**config.mk**
```make
export PLATFORM = sky130hd
export DESIGN_NAME = wave_sound_channel
export DESIGN_NICKNAME = d
export VERILOG_FILES = /design/src/hw/rtl/wsc_pkg.sv /design/src/hw/rtl/wave_sound_channel.sv
export SDC_FILE = /design/constraint.sdc
export NUM_CORES = 1
export LEC_CHECK = 0
export BUFFER_PORTS_ARGS = -buffer_cell sky130_fd_sc_hd__buf_2
export CAP_MARGIN = 25
export CORE_MARGIN = 10
export CORE_UTILIZATION = 50
export DETAILED_ROUTE_END_ITERATION = 8
export PLACE_DENSITY_LB_ADDON = 0.3
export SLEW_MARGIN = 20
export SYNTH_ARGS = -nofsm -noshare
export SYNTH_HDL_FRONTEND = slang
export SYNTH_SLANG_ARGS = --single-unit
```
**constraint.sdc**
```tcl
create_clock -name clk -period 6.9 [get_ports clk]
set_input_delay 0.345 -clock clk [delete_from_list [all_inputs] [get_ports clk]]
set_output_delay 0.345 -clock clk [all_outputs]
set_load 0.005 [all_outputs]
```
**src/hw/rtl/wsc_pkg.sv**
```systemverilog
`default_nettype none

package wsc_pkg;

    typedef enum logic [1:0] {
        OP_WRITE       = 2'd0,
        OP_READ        = 2'd1,
        OP_FREQ_TICK   = 2'd2,
        OP_LENGTH_TICK = 2'd3
    } op_t;

    localparam logic [15:0] ADDR_NR30      = 16'hFF1A;
    localparam logic [15:0] ADDR_NR31      = 16'hFF1B;
    localparam logic [15:0] ADDR_NR32      = 16'hFF1C;
    localparam logic [15:0] ADDR_NR33      = 16'hFF1D;
    localparam logic [15:0] ADDR_NR34      = 16'hFF1E;
    localparam logic [11:0] WAVE_BASE_HIGH = 12'hFF3;

    localparam int unsigned WAVE_BYTES = 16;
    localparam int unsigned WAVE_AW    = $clog2(WAVE_BYTES);

    localparam logic [12:0] PERIOD_RESET = 13'd64;
    localparam logic [11:0] FREQ_SPAN    = 12'd2048;
    localparam logic [8:0]  LENGTH_FULL  = 9'h100;
    localparam logic [8:0]  LENGTH_MAX   = 9'h0FF;
    localparam logic [7:0]  NR30_FILL    = 8'h7F;
    localparam logic [7:0]  NR32_FILL    = 8'h9F;
    localparam logic [7:0]  NR34_FILL    = 8'hBF;
    localparam logic [7:0]  OPEN_BUS     = 8'hFF;

    typedef struct packed {
        logic [7:0] read_data;
        logic [3:0] sample_out;
        logic       running;
    } result_t;

endpackage : wsc_pkg

`default_nettype wire

```
**src/hw/rtl/wave_sound_channel.sv**
```systemverilog
// Each accepted word's result is registered in the output buffer; one word per cycle is taken
// while in_stall is low. Every operation is one pass through the register file logic.
// A two-entry output buffer lets input words flow while one result waits to be taken.
// Reset is asynchronous and active low: channel registers take their power-on values,
// the period counter loads 64 and the output buffer empties. Wave memory is not reset.
`default_nettype none

module wave_sound_channel (
    input  wire logic                     clk,
    input  wire logic                     rst_n,
    input  wire logic                     in_valid,
    output      logic                     in_stall,
    input  wire logic [1:0]               operation,
    input  wire logic [15:0]              address,
    input  wire logic [7:0]               write_data,
    output      logic                     out_valid,
    input  wire logic                     out_stall,
    output      logic [7:0]               read_data,
    output      logic [3:0]               sample_out,
    output      logic                     running
);
    import wsc_pkg::*;

    logic        dac_enable_reg, dac_enable_next;
    logic        active_reg, active_next;
    logic [1:0]  volume_code_reg, volume_code_next;
    logic [10:0] freq_value_reg, freq_value_next;
    logic [12:0] period_timer_reg, period_timer_next;
    logic [4:0]  sample_position_reg, sample_position_next;
    logic [8:0]  length_left_reg, length_left_next;
    logic        length_enable_reg, length_enable_next;
    logic [3:0]  current_sample_reg, current_sample_next;
    logic [3:0]  output_level_reg, output_level_next;

    logic [7:0]  wave_mem [WAVE_BYTES];

    result_t     main_reg, skid_reg, result;
    logic        main_valid_reg, skid_valid_reg;

    op_t              op;
    logic             accept, pop;
    logic             wave_hit, wave_we;
    logic [WAVE_AW-1:0] wave_index;
    logic [7:0]       wave_byte;
    logic [12:0]      period_dec, new_period;
    logic [4:0]       next_position;
    logic [3:0]       nibble, scaled;
    logic [10:0]      freq_merged;
    logic [8:0]       length_dec;
    logic             on_now, on_next;

    assign op       = op_t'(operation);
    assign accept   = in_valid && !in_stall;
    assign pop      = main_valid_reg && !out_stall;
    assign in_stall = skid_valid_reg;

    assign wave_hit      = (address[15:4] == WAVE_BASE_HIGH);
    assign period_dec    = (period_timer_reg != 13'd0) ? period_timer_reg - 13'd1 : 13'd0;
    assign next_position = sample_position_reg + 5'd1;
    assign on_now        = active_reg && dac_enable_reg;

    // The bus read and the sample fetch never happen for the same word, so one
    // read index serves both.
    assign wave_index = (op == OP_READ) ? address[WAVE_AW-1:0] : next_position[4:1];
    assign wave_byte  = wave_mem[wave_index];
    assign nibble     = next_position[0] ? wave_byte[3:0] : wave_byte[7:4];

    always_comb
    begin
        case (volume_code_reg)
            2'd0:    scaled = 4'd0;
            2'd1:    scaled = nibble;
            2'd2:    scaled = nibble >> 1;
            default: scaled = nibble >> 2;
        endcase
    end

    // On a trigger the period follows the frequency as just written.
    assign freq_merged = {write_data[2:0], freq_value_reg[7:0]};
    assign new_period  = {(FREQ_SPAN - {1'b0, (op == OP_WRITE && address == ADDR_NR34)
                                        ? freq_merged : freq_value_reg}), 1'b0};
    assign length_dec  = (length_left_reg != 9'd0) ? length_left_reg - 9'd1 : 9'd0;

    always_comb
    begin
        dac_enable_next      = dac_enable_reg;
        active_next          = active_reg;
        volume_code_next     = volume_code_reg;
        freq_value_next      = freq_value_reg;
        period_timer_next    = period_timer_reg;
        sample_position_next = sample_position_reg;
        length_left_next     = length_left_reg;
        length_enable_next   = length_enable_reg;
        current_sample_next  = current_sample_reg;
        output_level_next    = output_level_reg;
        wave_we              = 1'b0;
        result.read_data     = OPEN_BUS;

        case (op)
            OP_WRITE:
            begin
                if (address == ADDR_NR30)
                begin
                    dac_enable_next = write_data[7];
                    if (!write_data[7])
                        active_next = 1'b0;
                end
                else if (address == ADDR_NR31)
                begin
                    length_left_next = (write_data == 8'd0) ? LENGTH_MAX
                                       : LENGTH_FULL - {1'b0, write_data};
                end
                else if (address == ADDR_NR32)
                begin
                    volume_code_next = write_data[6:5];
                end
                else if (address == ADDR_NR33)
                begin
                    freq_value_next = {freq_value_reg[10:8], write_data};
                end
                else if (address == ADDR_NR34)
                begin
                    length_enable_next = write_data[6];
                    freq_value_next    = freq_merged;
                    if (write_data[7])
                    begin
                        active_next          = 1'b1;
                        period_timer_next    = new_period;
                        sample_position_next = 5'd0;
                        if (length_left_reg == 9'd0)
                            length_left_next = LENGTH_MAX;
                    end
                end
                else if (wave_hit)
                begin
                    wave_we = 1'b1;
                end
            end
            OP_READ:
            begin
                if (address == ADDR_NR30)
                    result.read_data = {dac_enable_reg, 7'd0} | NR30_FILL;
                else if (address == ADDR_NR32)
                    result.read_data = {1'b0, volume_code_reg, 5'd0} | NR32_FILL;
                else if (address == ADDR_NR34)
                    result.read_data = {1'b0, length_enable_reg, 6'd0} | NR34_FILL;
                else if (wave_hit)
                    result.read_data = wave_byte;
            end
            OP_FREQ_TICK:
            begin
                period_timer_next = period_dec;
                if (period_dec == 13'd0)
                begin
                    period_timer_next    = new_period;
                    sample_position_next = next_position;
                    if (on_now)
                        current_sample_next = scaled;
                end
                output_level_next = on_now ? current_sample_next : 4'd0;
            end
            default:
            begin
                if (length_enable_reg)
                begin
                    length_left_next = length_dec;
                    if (length_dec == 9'd0)
                        active_next = 1'b0;
                end
            end
        endcase

        on_next           = active_next && dac_enable_next;
        result.sample_out = on_next ? output_level_next : 4'd0;
        result.running    = on_next && (length_left_next != 9'd0);
    end

    always_ff @(posedge clk or negedge rst_n)
    begin
        if (!rst_n)
        begin
            dac_enable_reg      <= 1'b0;
            active_reg          <= 1'b0;
            volume_code_reg     <= 2'd0;
            freq_value_reg      <= 11'd0;
            period_timer_reg    <= PERIOD_RESET;
            sample_position_reg <= 5'd0;
            length_left_reg     <= 9'd0;
            length_enable_reg   <= 1'b0;
            current_sample_reg  <= 4'd0;
            output_level_reg    <= 4'd0;
        end
        else if (accept)
        begin
            dac_enable_reg      <= dac_enable_next;
            active_reg          <= active_next;
            volume_code_reg     <= volume_code_next;
            freq_value_reg      <= freq_value_next;
            period_timer_reg    <= period_timer_next;
            sample_position_reg <= sample_position_next;
            length_left_reg     <= length_left_next;
            length_enable_reg   <= length_enable_next;
            current_sample_reg  <= current_sample_next;
            output_level_reg    <= output_level_next;
        end
    end

    always_ff @(posedge clk)
    begin
        if (accept && wave_we)
            wave_mem[address[WAVE_AW-1:0]] <= write_data;
    end

    // Output buffer: the main register faces the port, the skid register holds
    // a word that arrived while the main one was stalled.
    always_ff @(posedge clk or negedge rst_n)
    begin
        if (!rst_n)
        begin
            main_valid_reg <= 1'b0;
            skid_valid_reg <= 1'b0;
        end
        else if (pop)
        begin
            if (skid_valid_reg)
            begin
                skid_valid_reg <= 1'b0;
            end
            else
            begin
                main_valid_reg <= accept;
            end
        end
        else if (accept)
        begin
            if (main_valid_reg)
                skid_valid_reg <= 1'b1;
            else
                main_valid_reg <= 1'b1;
        end
    end

    always_ff @(posedge clk)
    begin
        if (pop)
        begin
            if (skid_valid_reg)
                main_reg <= skid_reg;
            else if (accept)
                main_reg <= result;
        end
        else if (accept)
        begin
            if (main_valid_reg)
                skid_reg <= result;
            else
                main_reg <= result;
        end
    end

    assign out_valid  = main_valid_reg;
    assign read_data  = main_reg.read_data;
    assign sample_out = main_reg.sample_out;
    assign running    = main_reg.running;

    skid_needs_main: assert property (@(posedge clk) disable iff (!rst_n)
        skid_valid_reg |-> main_valid_reg)
        else $error("skid register holds a word while the output register is empty");

    period_never_zero: assert property (@(posedge clk) disable iff (!rst_n)
        period_timer_reg != 13'd0)
        else $error("period counter rests at zero");

    accept_fills_output: assert property (@(posedge clk) disable iff (!rst_n)
        (accept && !main_valid_reg) |=> main_valid_reg)
        else $error("accepted word did not reach the output register");

    length_expiry_stops: assert property (@(posedge clk) disable iff (!rst_n)
        (accept && op == OP_LENGTH_TICK && length_enable_reg && length_left_reg == 9'd1)
        |=> !active_reg)
        else $error("channel still active after its length ran out");

endmodule : wave_sound_channel

`default_nettype wire
```
; Word level (Yosys, flattened, before mapping)
; Memory sizes are Yosys's and may differ from the RTL's.
; Index checks and enable logic that the tools add are counted.
[op_classes]
bitwise_logic = 5
n_eq_ne = 19
addsub = 5
n_reduce_logical = 33
n_mux = 75
[op_table]
columns = cell, n
row1 = 13-bit 2-to-1 mux, 13
row2 = 9-bit 2-to-1 mux, 10
row3 = "16-bit equality test, second input constant", 5
row4 = 8-bit 2-to-1 mux, 6
row5 = 5-bit 2-to-1 mux, 7
row6 = 4-bit 2-to-1 mux, 7
row7 = 1-bit 2-to-1 mux, 26
row8 = 13-bit case mux with 2 select lines, 1
row9 = 9-bit zero test, 2
row10 = 9-bit case mux with 2 select lines, 1
row11 = 9-bit nonzero test, 2
row12 = "2-bit inequality test, second input constant", 7
row13 = 13-bit zero test, 1
row14 = 13-bit nonzero test, 1
row15 = "13-bit by 1-bit subtractor with 13-bit output, second input constant", 1
row16 = "12-bit equality test, second input constant", 1
row17 = 4-bit case mux with 3 select lines, 1
row18 = "12-bit by 11-bit subtractor with 12-bit output, first input constant", 1
row19 = 11-bit 2-to-1 mux, 1
row20 = 5-bit case mux with 2 select lines, 1
row21 = 9-bit AND reduction, 1
row22 = "9-bit by 1-bit subtractor with 9-bit output, second input constant", 1
row23 = "9-bit by 8-bit subtractor with 9-bit output, first input constant", 1
row24 = 8-bit zero test, 1
row25 = 17 further kinds, 38
[totals]
ff_bits = 79
in_bits = 30
wordCells = 157
output_inout_bits = 15
memories = 1
mem_bits_rw = 128
[memory_table]
columns = name, depth, width, read_ports, rd_ports_with_merged_regs, wr, line_no
row1 = wave_mem, 16, 8, 1, 0, 1, wave_sound_channel.sv:35  ; logic [7:0] wave_mem [WAVE_BYTES];

; Longest topological paths before layout
; Gate-level depths: netlist of run 1.
[logic_depth]
ltp_word = 14
ltp_mapped = 16
mapped_depth_nobuf = 12

; Least setup slack after synthesis of run 1
; No wires, ideal clock.
[synth_path]
path_kind = input port to flip-flop
start = input port operation[1]
end = register main_reg (netlist bit sample_out[2]) (data pin)
required_time_ns = 6.631
path_buffers = 2
setup_slack_ns = 3.418
path_stages = 12
setup_time_ns = 0.269
t_arrival_ns = 3.213
cell_sequence = inv_1 ha_1 buf_2 mux2i_1 buf_2 mux4_2 a22oi_1 a21oi_1 or3_1 a22o_1 a31oi_1 o22ai_1
[synth_via]
elab_chain_len = 13
elab_cells_between_ends = 21
cone_classes = 2 x eq/ne / 15 x mux / 3 x reduce/logical / 1 x memory
[synth_rtl]
columns = element, line_no
row1 = start: declaration, wave_sound_channel.sv:13  ; input wire logic [1:0] operation,
row2 = 2-bit by 1-bit equality test with 1-bit output, "wave_sound_channel.sv:64, wave_sound_channel.sv:99"
row3 = 4-bit 2-to-1 mux, wave_sound_channel.sv:64  ; assign wave_index = (op == OP_READ) ? address[WAVE_AW-1:0] : next_position[4:1];
row4 = memory read 16 x 8 bit, n/a
row5 = 4-bit 2-to-1 mux, wave_sound_channel.sv:66  ; assign nibble = next_position[0] ? wave_byte[3:0] : wave_byte[7:4];
row6 = 4-bit case mux with 3 select lines, wave_sound_channel.sv:70  ; case (volume_code_reg)
row7 = 4-bit 2-to-1 mux, wave_sound_channel.sv:157  ; if (on_now)
row8 = 4-bit 2-to-1 mux, wave_sound_channel.sv:153  ; if (period_dec == 13'd0)
row9 = 4-bit 2-to-1 mux, wave_sound_channel.sv:160  ; output_level_next = on_now ? current_sample_next : 4'd0;
row10 = 4-bit 2-to-1 mux, wave_sound_channel.sv:99  ; case (op)
row11 = 4-bit 2-to-1 mux (*), wave_sound_channel.sv:174  ; result.sample_out = on_next ? output_level_next : 4'd0;
row12 = "13-bit 2-to-1 mux, on equally long branches", "wave_sound_channel.sv:254, wave_sound_channel.sv:249"
row13 = "13-bit 2-to-1 mux, on equally long branches", "wave_sound_channel.sv:252, wave_sound_channel.sv:247"
row14 = 13-bit 2-to-1 mux (*), wave_sound_channel.sv:245  ; if (pop)
row15 = end signal: assignment, wave_sound_channel.sv:248  ; main_reg <= skid_reg;
row16 = end signal: assignment, wave_sound_channel.sv:250  ; main_reg <= result;
row17 = end signal: assignment, wave_sound_channel.sv:257  ; main_reg <= result;
row18 = end: declaration, wave_sound_channel.sv:37  ; result_t main_reg, skid_reg, result;
; Every way passes the cells marked *; elsewhere a longest branch is shown, timed or not. The select of a mux whose other input is x is not followed.
; A chain may end at the register's enable or synchronous reset.

; Final worst setup path of run 1
[layout_path]
start = register sample_position_reg[0]
end = register main_reg (netlist bit sample_out[0]) (data pin)
[layout_via]
elab_chain_len = 13
elab_cells_between_ends = 15
cone_classes = 1 x add/sub / 13 x mux / 1 x memory
[layout_rtl]
columns = element, line_no
row1 = start: declaration, wave_sound_channel.sv:29  ; logic [4:0] sample_position_reg, sample_position_next;
row2 = start signal: assignment, wave_sound_channel.sv:200  ; sample_position_reg <= sample_position_next;
row3 = 5-bit by 1-bit adder with 5-bit output (*), wave_sound_channel.sv:59  ; assign next_position = sample_position_reg + 5'd1;
row4 = 4-bit 2-to-1 mux, wave_sound_channel.sv:64
row5 = memory read 16 x 8 bit, n/a
row6 = 4-bit 2-to-1 mux (*), wave_sound_channel.sv:66
row7 = 4-bit case mux with 3 select lines (*), wave_sound_channel.sv:70
row8 = 4-bit 2-to-1 mux (*), wave_sound_channel.sv:157
row9 = 4-bit 2-to-1 mux (*), wave_sound_channel.sv:153
row10 = 4-bit 2-to-1 mux (*), wave_sound_channel.sv:160
row11 = 4-bit 2-to-1 mux (*), wave_sound_channel.sv:99
row12 = 4-bit 2-to-1 mux (*), wave_sound_channel.sv:174
row13 = "13-bit 2-to-1 mux, on equally long branches", "wave_sound_channel.sv:254, wave_sound_channel.sv:249"
row14 = "13-bit 2-to-1 mux, on equally long branches", "wave_sound_channel.sv:252, wave_sound_channel.sv:247"
row15 = 13-bit 2-to-1 mux (*), wave_sound_channel.sv:245
; Marked as above.

==> results of run 1 <==
worst max path at each step:
stage | end | depth (start not counted) | from | slack [ns]
final | sample_out[0] | 10 | sample_position_reg[0] | 2.92
after global routing | sample_position_reg[2] | 12 | period_timer_reg[0] | 2.70
after CTS | sample_out[0] | 10 | sample_position_reg[0] | 2.93
after detailed placement | sample_out[0] | 12 | operation[1] | 2.54
after global placement | sample_out[0] | 12 | operation[1] | 2.59
after floorplan | sample_out[2] | 12 | operation[1] | 3.42
power by group through the flow:
stage / sequential (mW) / clock (mW) / combinational, mW
6_report: 1.52 / 1.16 / 0.757
5_1_grt: 1.53 / 1.24 / 0.834
2_1_floorplan: 1.51 / 0 / 0.585
3_3_place_gp: 1.54 / 0 / 0.744
4_1_cts: 1.52 / 1.18 / 0.756
3_5_place_dp: 1.54 / 0 / 0.753
layout make-up:
| class | count | area [um^2] |
|---|---|---|
| Fill cell | 1647 | 8793 |
| Sequential cell | 207 | 5952 |
| Multi-Input combinational cell | 581 | 4154 |
| Clock buffer | 27 | 590.6 |
| Tap cell | 270 | 337.8 |
| Timing Repair Buffer | 55 | 302.8 |
| Clock inverter | 15 | 128.9 |
| Inverter | 28 | 105.1 |
metrics by stage:
| step | hold slack [ns] | std cells | utilization, % |
|---|---|---|---|
| finish | -0.03376 | 1183 | 56.82 |
| global route | 0.02426 | 1183 | 56.82 |
| CTS | 0.008790 | 1182 | 56.74 |
| detailed placement | 0.4683 | 1140 | 53.21 |
| global placement | 0.4548 | 1140 | 53.21 |
| floorplan | 0.04941 | 859 | - |
critical path: stages (launching register included):
cell       delay (ns)
dfrtp_1          0.50
ha_1             0.39
mux2_2           0.65
mux4_2           0.58
a22oi_1          0.33
nand2_1          0.14
o21ai_0          0.22
o31ai_2          0.12
a2111oi_4        0.48
a2bb2oi_2        0.19
o22ai_1          0.09
synth_stat cells, drive strengths merged (4+ instances only):
library cell / instances
a211oi: 9
a21o: 7
a21oi: 34
a22oi: 13
a31oi: 9
and3: 10
buf: 17
clkbuf: 26
dfrtp: 52
edfxtp: 154
ha: 10
inv: 28
mux2: 33
mux2i: 14
mux4: 25
nand2: 82
nand2b: 14
nand3: 21
nand4: 6
nand4b: 4
nor2: 70
nor2b: 6
nor3: 28
nor3b: 4
nor4: 18
nor4b: 4
o211ai: 8
o21a: 5
o21ai: 59
o22ai: 10
o31ai: 7
or3: 4
or4: 6
xnor2: 15
xor2: 8
cells by family (layout without fill, tap and decap cells):
group                      after synthesis  in the layout  synth area share, %
muxes                                   72             72                10.45
xor gates and xnor gates                23             23                1.937
buffers and inverters                   71            125                2.959
and+or+nand+nor                        287            287                14.19
AOI/OAI and AO/OA                      189            189                12.03
adders and majority gates               10             10                1.203
DFF                                    207            207                57.22
per-layer routing:
layer	global-route usage, %	share of wire, %	vias up
li1	-	-	3350
met1	25.67	45	3508
met2	27.55	46	296
met3	2.879	7.0	35
met4	4.833	1.8	0
met5	0	0	-
==> impl_metrics.py, run 1 <==
metrics = {
    "sta": {
        "fin_ws_ns": 2.916,
        "finalCritPeriodShare_pct": 57.74,
        "slew_violations": 0,
        "final.setup_skew_ns": 0.006828,
        "slew-limit-headroom_pct": 33.86,
        "setup-violations-final": 0,
        "hold_ws_ns": -0.03376,
        "rsz0062_at_grt": "no",
        "hold_viol_final": 21,
        "min_period_ns": 3.984,
        "worst_slew_pin_slew_ns": 0.9885,
        "setup-tns-final_ns": 0,
        "clock.fmax_ghz": 0.2510,
    },
    "flow_run": {
        "drv_cap": 0,
    },
    "floorplanning": {
        "die_h_um": 164.2,
        "core-area_um2": 20360,
        "rows": 52,
        "die_w_um": 164.2,
        "io_pins": 45,
        "initial_utilization_pct": 51.08,
        "die_area_um2": 26970,
    },
    "synth": {
        "yosys_warnings": 0,
        "synth_edf_count": 154,
        "yosysSeqAreaShare_pct": 57.22,
        "syn-num-nets": 899,
        "async_flop_share_pct": 25.60,
        "ys_top_cells_by_area": "edfxtp_1 44%, dfrtp_1 13%, mux4_2 5.4%",
        "synth_top_area_share_pct": 44.46,
        "syn_inst": 859,
        "synth_seq_cells": 207,
        "yosysUniqueCellTypes": 80,
        "yosys.area.top_type": "edfxtp_1",
        "synth_ff_type": "edfxtp_1",
        "syn_avg_cell_area_um2": 12.11,
        "syn-cell-area_um2": 10400,
    },
    "status": {
        "violations": "hold timing",
        "status": "complete, but fails checks",
    },
    "clocking": {
        "cts_setup_buffers": 0,
        "path_clk_slew_ns": 0.06,
        "cts_resized": 0,
        "clock_latency_ns": 0.50,
        "cts_buffers": 23,
        "cts.sinks": 207,
        "htree_levels": 1,
        "cts_buffer_depth": 3,
        "hold_buffers": 0,
        "ctsRootBufferMaster": "clkbuf_16",
        "cts_tree": "yes",
    },
    "final_layout": {
        "diodes": 0,
        "nets": 936,
        "final_common_cell": "edfxtp_1",
        "drive_gt1_share_pct": 18.29,
        "final_cell_mix": "154 x edfxtp_1, 81 x nand2_1, 69 x nor2_1",
        "largest_reg_flops": 128,
        "syn2layout_area_growth_pct": 11.25,
        "design_area_um2": 11570,
    },
    "place": {
        "dpl.hpwl_mm": 16.69,
        "gp_congestion": 0.9021,
        "io_buffers": 44,
        "place_ws_ns": 2.538,
        "place_area_um2": 10840,
    },
    "power": {
        "switching_share_pct": 29.54,
        "powerDensity_nw_per_um2": 297.4,
        "p_leak_nw": 4.004,
        "p_clk_share_pct": 33.8,
        "seqPwrFrac_pct": 44.2,
        "p_int_mw": 2.425,
        "p_total_mw": 3.442,
        "pwr-share-comb_pct": 22.0,
        "power.switching_mw": 1.017,
        "irDropWorstVdd_uv": 141.9,
    },
    "critical_path": {
        "crit_type": "reg2reg",
        "crit_required_ns": 7.13,
        "endpoint_kind": "register",
        "worst-r2r-cell-count": 10,
        "ff2ff_setup_slack_ns": 2.92,
        "critPathLaunchType": "register",
        "crit_arrival_ns": 4.21,
        "crit_fanout": 20,
        "rr_endpoint": "sample_out[0]",
        "reg2reg_from": "sample_position_reg[0]",
    },
    "detailed_routing": {
        "wire_per_inst_um": 20.65,
        "antenna_left": 0,
        "vias_per_cell": 6.077,
        "first_pass_iters": 6,
        "wirelength_mm": 24.42,
        "drt_iter0_drc": 641,
        "via_count": 7189,
        "drc": 0,
    },
    "global_routing": {
        "grt_pass1_vias": 6797,
        "grt_max_degree": 54,
        "grt_antenna_before_repair": 0,
        "track_usage_pct": 17.86,
        "grt_pass1_wl_mm": 38.46,
        "grt-ovfl-total": 0,
    },
    "hold_path": {
        "hp-class": "in2async",
    },
}
(Power assumes the default switching activity.)
==> run 2: changes to the inputs <==
==> constraint.sdc (replaced) <==
create_clock -name clk -period 3.4 [get_ports clk]
set_input_delay 0.17 -clock clk [delete_from_list [all_inputs] [get_ports clk]]
set_output_delay 0.17 -clock clk [all_outputs]
set_load 0.005 [all_outputs]
==> run 2 against run 1 <==
  * The flow now finishes without violations
  * Sequential power increased by 100%
  * Clock power increased by 110%
  * Utilization is 4.5 points higher
  * Register-to-register slack got worse by 2.9 ns
  * Global-route usage up 1.6 points
  * Via count up 8.4%
  * Flip-flop and latch count is the same
  * Final cell count rose by 7.8%
  * Non-clock buffer count rose by 92
  * Setup slack got worse by 2.9 ns
  * Critical endpoint unchanged
  * Largest power group unchanged
==> impl_metrics.py, run 2 (synthesis gave the netlist of run 1 again) <==
metrics = {
    "sta": {
        "final.setup_skew_ns": 0.01060,
        "fin_ws_ns": 0.04942,
        "clock.fmax_ghz": 0.2985,
        "worst_slew_pin_slew_ns": 0.7764,
        "setup-violations-final": 0,
        "slew_violations": 0,
        "setup-tns-final_ns": 0,
        "finalCritPeriodShare_pct": 98.55,
        "min_period_ns": 3.351,
        "slew-limit-headroom_pct": 48.24,
        "hold_ws_ns": 0.04461,
        "hold_viol_final": 0,
    },
    "floorplanning": {
        "core-area_um2": 20360,
        "rows": 52,
        "initial_utilization_pct": 51.08,
        "die_w_um": 164.2,
        "io_pins": 45,
        "die_area_um2": 26970,
        "die_h_um": 164.2,
    },
    "critical_path": {
        "crit_type": "reg2reg",
        "crit_required_ns": 3.64,
        "crit_fanout": 8,
        "endpoint_kind": "register",
        "critPathLaunchType": "register",
        "worst-r2r-cell-count": 11,
        "crit_arrival_ns": 3.59,
    },
    "power": {
        "p_int_mw": 5.284,
        "pwr-share-comb_pct": 27.7,
        "switching_share_pct": 30.14,
        "p_clk_share_pct": 31.7,
        "seqPwrFrac_pct": 40.6,
        "irDropWorstVdd_uv": 343.5,
        "power.switching_mw": 2.279,
        "p_leak_nw": 4.485,
        "powerDensity_nw_per_um2": 605.2,
    },
    "global_routing": {
        "grt_max_degree": 30,
        "grt-ovfl-total": 0,
        "grt_pass1_vias": 7496,
        "track_usage_pct": 19.45,
        "grt_antenna_before_repair": 0,
        "grt_pass1_wl_mm": 41.48,
    },
    "detailed_routing": {
        "drt_iter0_drc": 702,
        "vias_per_cell": 6.115,
        "via_count": 7796,
        "first_pass_iters": 5,
        "antenna_left": 0,
        "wirelength_mm": 27.00,
        "drc": 0,
        "wire_per_inst_um": 21.18,
    },
    "place": {
        "io_buffers": 44,
        "place_ws_ns": -0.1283,
        "dpl.hpwl_mm": 18.42,
        "gp_congestion": 0.9011,
        "dp.cells": 1225,
    },
    "flow_run": {
        "drv_cap": 0,
    },
    "clocking": {
        "cts.sinks": 207,
        "cts_tree": "yes",
        "htree_levels": 1,
        "clock_latency_ns": 0.51,
        "ctsRootBufferMaster": "clkbuf_16",
        "path_clk_slew_ns": 0.06,
        "cts_buffers": 23,
        "cts_buffer_depth": 3,
    },
    "final_layout": {
        "largest_reg_flops": 128,
        "drive_gt1_share_pct": 28.26,
        "nets": 1028,
        "final_cell_mix": "154 x edfxtp_1, 92 x buf_4, 81 x nand2_1",
        "layout.cells.non_filler": 1275,
        "diodes": 0,
        "final_common_cell": "edfxtp_1",
        "syn2layout_area_growth_pct": 20.15,
        "post-route-util_pct": 61.37,
    },
    "hold_path": {
        "holdPathStages": 1,
        "hp-class": "in2reg",
    },
    "status": {
        "status": "finished clean",
    },
}
run 2: path summary, 6_finish.rpt:
kind | from | endpoint | slack (ns)
max in group asynchronous | rst_n | freq_value_reg[9] | 2.33
hold reg to reg | output_level_reg[3] | output_level_reg[3] | 0.50
setup reg to reg | sample_position_reg[0] | sample_out[0] | 0.05
setup / recovery | sample_position_reg[0] | sample_out[0] | 0.05
hold / removal | write_data[6] | wave_mem[1][6] | 0.04
min in group asynchronous | rst_n | in_stall | 0.24
run 2: metrics by stage:
stage / instance area [um^2] / total power [mW]
2_1_floorplan: 10410 / 4.248
3_5_place_dp: 11510 / 4.998
3_3_place_gp: 11510 / 4.965
6_report: 12500 / 7.563
5_1_grt: 12500 / 7.887
4_1_cts: 12320 / 7.424
run 2: cell type report:
type	instances	area, um^2
fill	1561	7868
sequential	207	5952
multi-input combinational	581	4308
timing repair buffer	147	1070
clock buffer	24	579.3
tap	270	337.8
clock inverter	18	145.1
inverter	28	105.1
run 2: power groups by stage:
stage	sequential, mW	combinational (mW)	clock [mW]
6_report	3.07	2.10	2.39
5_1_grt	3.09	2.26	2.53
4_1_cts	3.06	1.94	2.42
3_5_place_dp	3.11	1.89	0
3_3_place_gp	3.10	1.86	0
2_1_floorplan	3.06	1.19	0
run 2: worst max-delay path, cell delays in order (launching register included):
cell and delay (ns):
dfrtp_1 0.42, ha_4 0.27, mux2_4 0.36, buf_12 0.16
buf_4 0.13, mux4_2 0.43, mux2i_1 0.24, mux4_2 0.33
nor3_1 0.08, a2111oi_4 0.39, a2bb2oi_2 0.18, o22ai_1 0.07
run 2: metal layers:
layer  global-route usage, %  part of all wire (%)  up-vias
li1                        -                     -     3539
met1                   26.66                    42     3819
met2                   31.20                    47      369
met3                   2.603                   8.5       69
met4                   6.702                   3.1        0
met5                       0                     0        -
run 2: what timing repair did:
action                     4_1_cts  5_1_grt
hold endpoints to repair        29        0
cloned                           0        1
buffers inserted                 0        3
gates resized for setup          9       28
setup endpoints to repair        6       17
hold buffers                     4        0
pin swaps                        0        3
==> run 3: changes to the inputs <==
--- a/config.mk
+++ b/config.mk
@@ -7,10 +7,10 @@
 export LEC_CHECK = 0
 export BUFFER_PORTS_ARGS = -buffer_cell sky130_fd_sc_hd__buf_2
 export CAP_MARGIN = 25
-export CORE_MARGIN = 10
 export CORE_UTILIZATION = 50
 export DETAILED_ROUTE_END_ITERATION = 8
-export PLACE_DENSITY_LB_ADDON = 0.3
+export GPL_ROUTABILITY_DRIVEN = 0
+export PLACE_DENSITY = 0.8
 export SLEW_MARGIN = 20
 export SYNTH_ARGS = -nofsm -noshare
 export SYNTH_HDL_FRONTEND = slang
==> run 3 against run 2 <==
  * Setup slack better by 0.033 ns
  * Via count hardly changed
  * Critical path depth stayed put
  * Largest cell class unchanged
  * Clock-buffer cell count is 3 higher
  * First-iteration DRC count is 11% higher
  * Worst hold slack better by 0.074 ns
  * Utilization is 0.093 points lower
  * Clock skew is 0.0017 ns higher
  * Clock power is 2% higher
  * Critical endpoint unchanged
==> impl_metrics.py, run 3 (synthesis gave the netlist of run 1 again) <==
metrics = {
    "power": {
        "seqPwrFrac_pct": 41.2,
        "switching_share_pct": 30.15,
        "p_leak_nw": 4.448,
        "pwr-share-comb_pct": 26.3,
        "power.switching_mw": 2.255,
        "irDropWorstVdd_uv": 349.2,
        "powerDensity_nw_per_um2": 601.3,
        "p_int_mw": 5.224,
        "p_clk_share_pct": 32.5,
    },
    "sta": {
        "fin_ws_ns": 0.08206,
        "worst_slew_pin_slew_ns": 0.8224,
        "rsz0062_at_grt": "yes",
        "slew-limit-headroom_pct": 45.17,
        "min_period_ns": 3.318,
        "setup-violations-final": 0,
        "slew_violations": 0,
        "hold_viol_final": 0,
        "clock.fmax_ghz": 0.3014,
        "finalCritPeriodShare_pct": 97.59,
        "final.setup_skew_ns": 0.01225,
    },
    "floorplanning": {
        "initial_utilization_pct": 51.24,
        "io_pins": 45,
        "rows": 52,
        "core-area_um2": 20300,
        "die_area_um2": 21380,
        "die_h_um": 146.2,
        "die_w_um": 146.2,
    },
    "critical_path": {
        "crit_arrival_ns": 3.56,
        "crit_required_ns": 3.64,
        "critPathTopFamily": "compound AO/OA/AOI/OAI gates",
        "cp_cell_sequence": "ha_4 > mux2_4 > buf_4 > mux4_2 > a22oi_2 > nand2_1 > o21ai_1 > o31ai_2 > a2111oi_4 > a2bb2oi_2 > o22ai_1",
        "cp_slowest_cell": "a2111oi_4",
        "crit_type": "reg2reg",
        "crit_path_max_incr_delay_ns": 0.46,
        "crit_fanout": 6,
        "critPathLaunchType": "register",
        "endpoint_kind": "register",
        "worst-path-buf-inv": 1,
    },
    "clocking": {
        "path_clk_slew_ns": 0.07,
        "cts_buffers": 23,
        "ctsRootBufferMaster": "clkbuf_16",
        "cts_buffer_depth": 3,
        "htree_levels": 1,
        "clock_latency_ns": 0.51,
        "cts.sinks": 207,
        "cts_tree": "yes",
    },
    "detailed_routing": {
        "via_count": 7803,
        "wire_per_inst_um": 20.86,
        "drc": 0,
        "antenna_left": 0,
        "drt_iter0_drc": 779,
        "vias_per_cell": 6.154,
        "wirelength_mm": 26.45,
        "first_pass_iters": 5,
    },
    "hold_path": {
        "hp-class": "in2reg",
    },
    "final_layout": {
        "drive_gt1_share_pct": 27.86,
        "syn2layout_area_growth_pct": 19.58,
        "layout.cells.non_filler": 1268,
        "nets": 1022,
        "final_common_cell": "edfxtp_1",
        "fillCellCount": 1521,
        "diodes": 0,
        "design_area_um2": 12440,
        "largest_reg_flops": 128,
        "final_cell_mix": "154 x edfxtp_1, 86 x buf_4, 80 x nand2_1",
        "post-route-util_pct": 61.27,
    },
    "place": {
        "place_ws_ns": -0.1651,
        "dp.cells": 1213,
        "io_buffers": 44,
        "dpl.hpwl_mm": 17.88,
        "place_area_um2": 11410,
    },
    "global_routing": {
        "grt-ovfl-total": 0,
        "track_usage_pct": 24.26,
        "grt_antenna_before_repair": 0,
        "grt_max_degree": 34,
        "grt_pass1_wl_mm": 40.43,
        "grt_pass1_vias": 7404,
    },
    "status": {
        "status": "finished clean",
    },
    "flow_run": {
        "drv_cap": 0,
    },
}
[run 3: changes by cell type in the layout (fill, tap and decap cells not counted), sizes merged]
cell         change
mux2             +1
clkbuf           +3
buf              -8
dlygate4sd3      +1
inv              +2
clkinv           -6
[run 3: cell type report]
type	instances	area, um^2	area share (%)
clock buffers	27	590.6	4.748
clock inverters	14	146.4	1.177
inverters	28	105.1	0.8450
multi-input cells	582	4294	34.52
flip-flops and latches	207	5952	47.85
well taps	270	337.8	2.716
repair buffers	140	1012	8.138
[run 3: final timing paths]
kind	from	to	slack [ns]	cells after the start
max reg2reg	sample_position_reg[1]	sample_out[0]	0.08	11
max in group asynchronous	rst_n	period_timer_reg[6]	2.19	3
min in group asynchronous	rst_n	out_valid	0.33	2
min reg2reg	output_level_reg[3]	output_level_reg[3]	0.48	2
min	write_data[4]	wave_mem[5][4]	0.12	1
max	sample_position_reg[1]	sample_out[0]	0.08	11
[run 3: timing repair]
item | in CTS | in global routing
buffers inserted | 0 | 7
gates resized for setup | 7 | 26
endpoints found under the hold margin | 35 | 0
hold buffers | 5 | 0
cloned | 0 | 2
setup endpoints to repair | 6 | 12
pin swaps | 1 | 7
[run 3: worst register-to-register path, delay by kind of cell, from the launching register on]
| family | cells | cell delay (ns) |
|---|---|---|
| adder cells (fa/ha/maj) | 1 | 0.28 |
| AND/OR/NAND/NOR | 1 | 0.14 |
| flip-flops | 1 | 0.42 |
| multiplexers | 2 | 0.78 |
| AO/OA/AOI/OAI | 6 | 1.29 |
| buffers and inverters | 1 | 0.16 |
[run 3: power groups by stage]
stage | combinational [mW] | clock (mW) | sequential (mW)
finish | 1.97 | 2.43 | 3.08
global route | 2.12 | 2.56 | 3.11
CTS | 1.80 | 2.46 | 3.07
detailed placement | 1.75 | 0 | 3.11
global placement | 1.71 | 0 | 3.11
floorplan | 1.19 | 0 | 3.06
[run 3: layer usage]
metal | vias up | track usage, % | share of wire [%]
met5 | - | 0 | 0
met4 | 0 | 6.250 | 2.0
met3 | 46 | 3.438 | 8.4
met2 | 403 | 40.05 | 49
met1 | 3835 | 33.89 | 41
li1 | 3519 | - | -
[run 3: stage by stage]
stage | setup TNS (ns) | power (mW) | hold slack, ns
2_1_floorplan | 0 | 4.248 | -0.1256
3_3_place_gp | -0.09849 | 4.812 | 0.2972
3_5_place_dp | -0.5672 | 4.865 | 0.3150
4_1_cts | -0.004831 | 7.322 | 0.1079
5_1_grt | -0.1874 | 7.778 | 0.1199
6_report | 0 | 7.479 | 0.1189
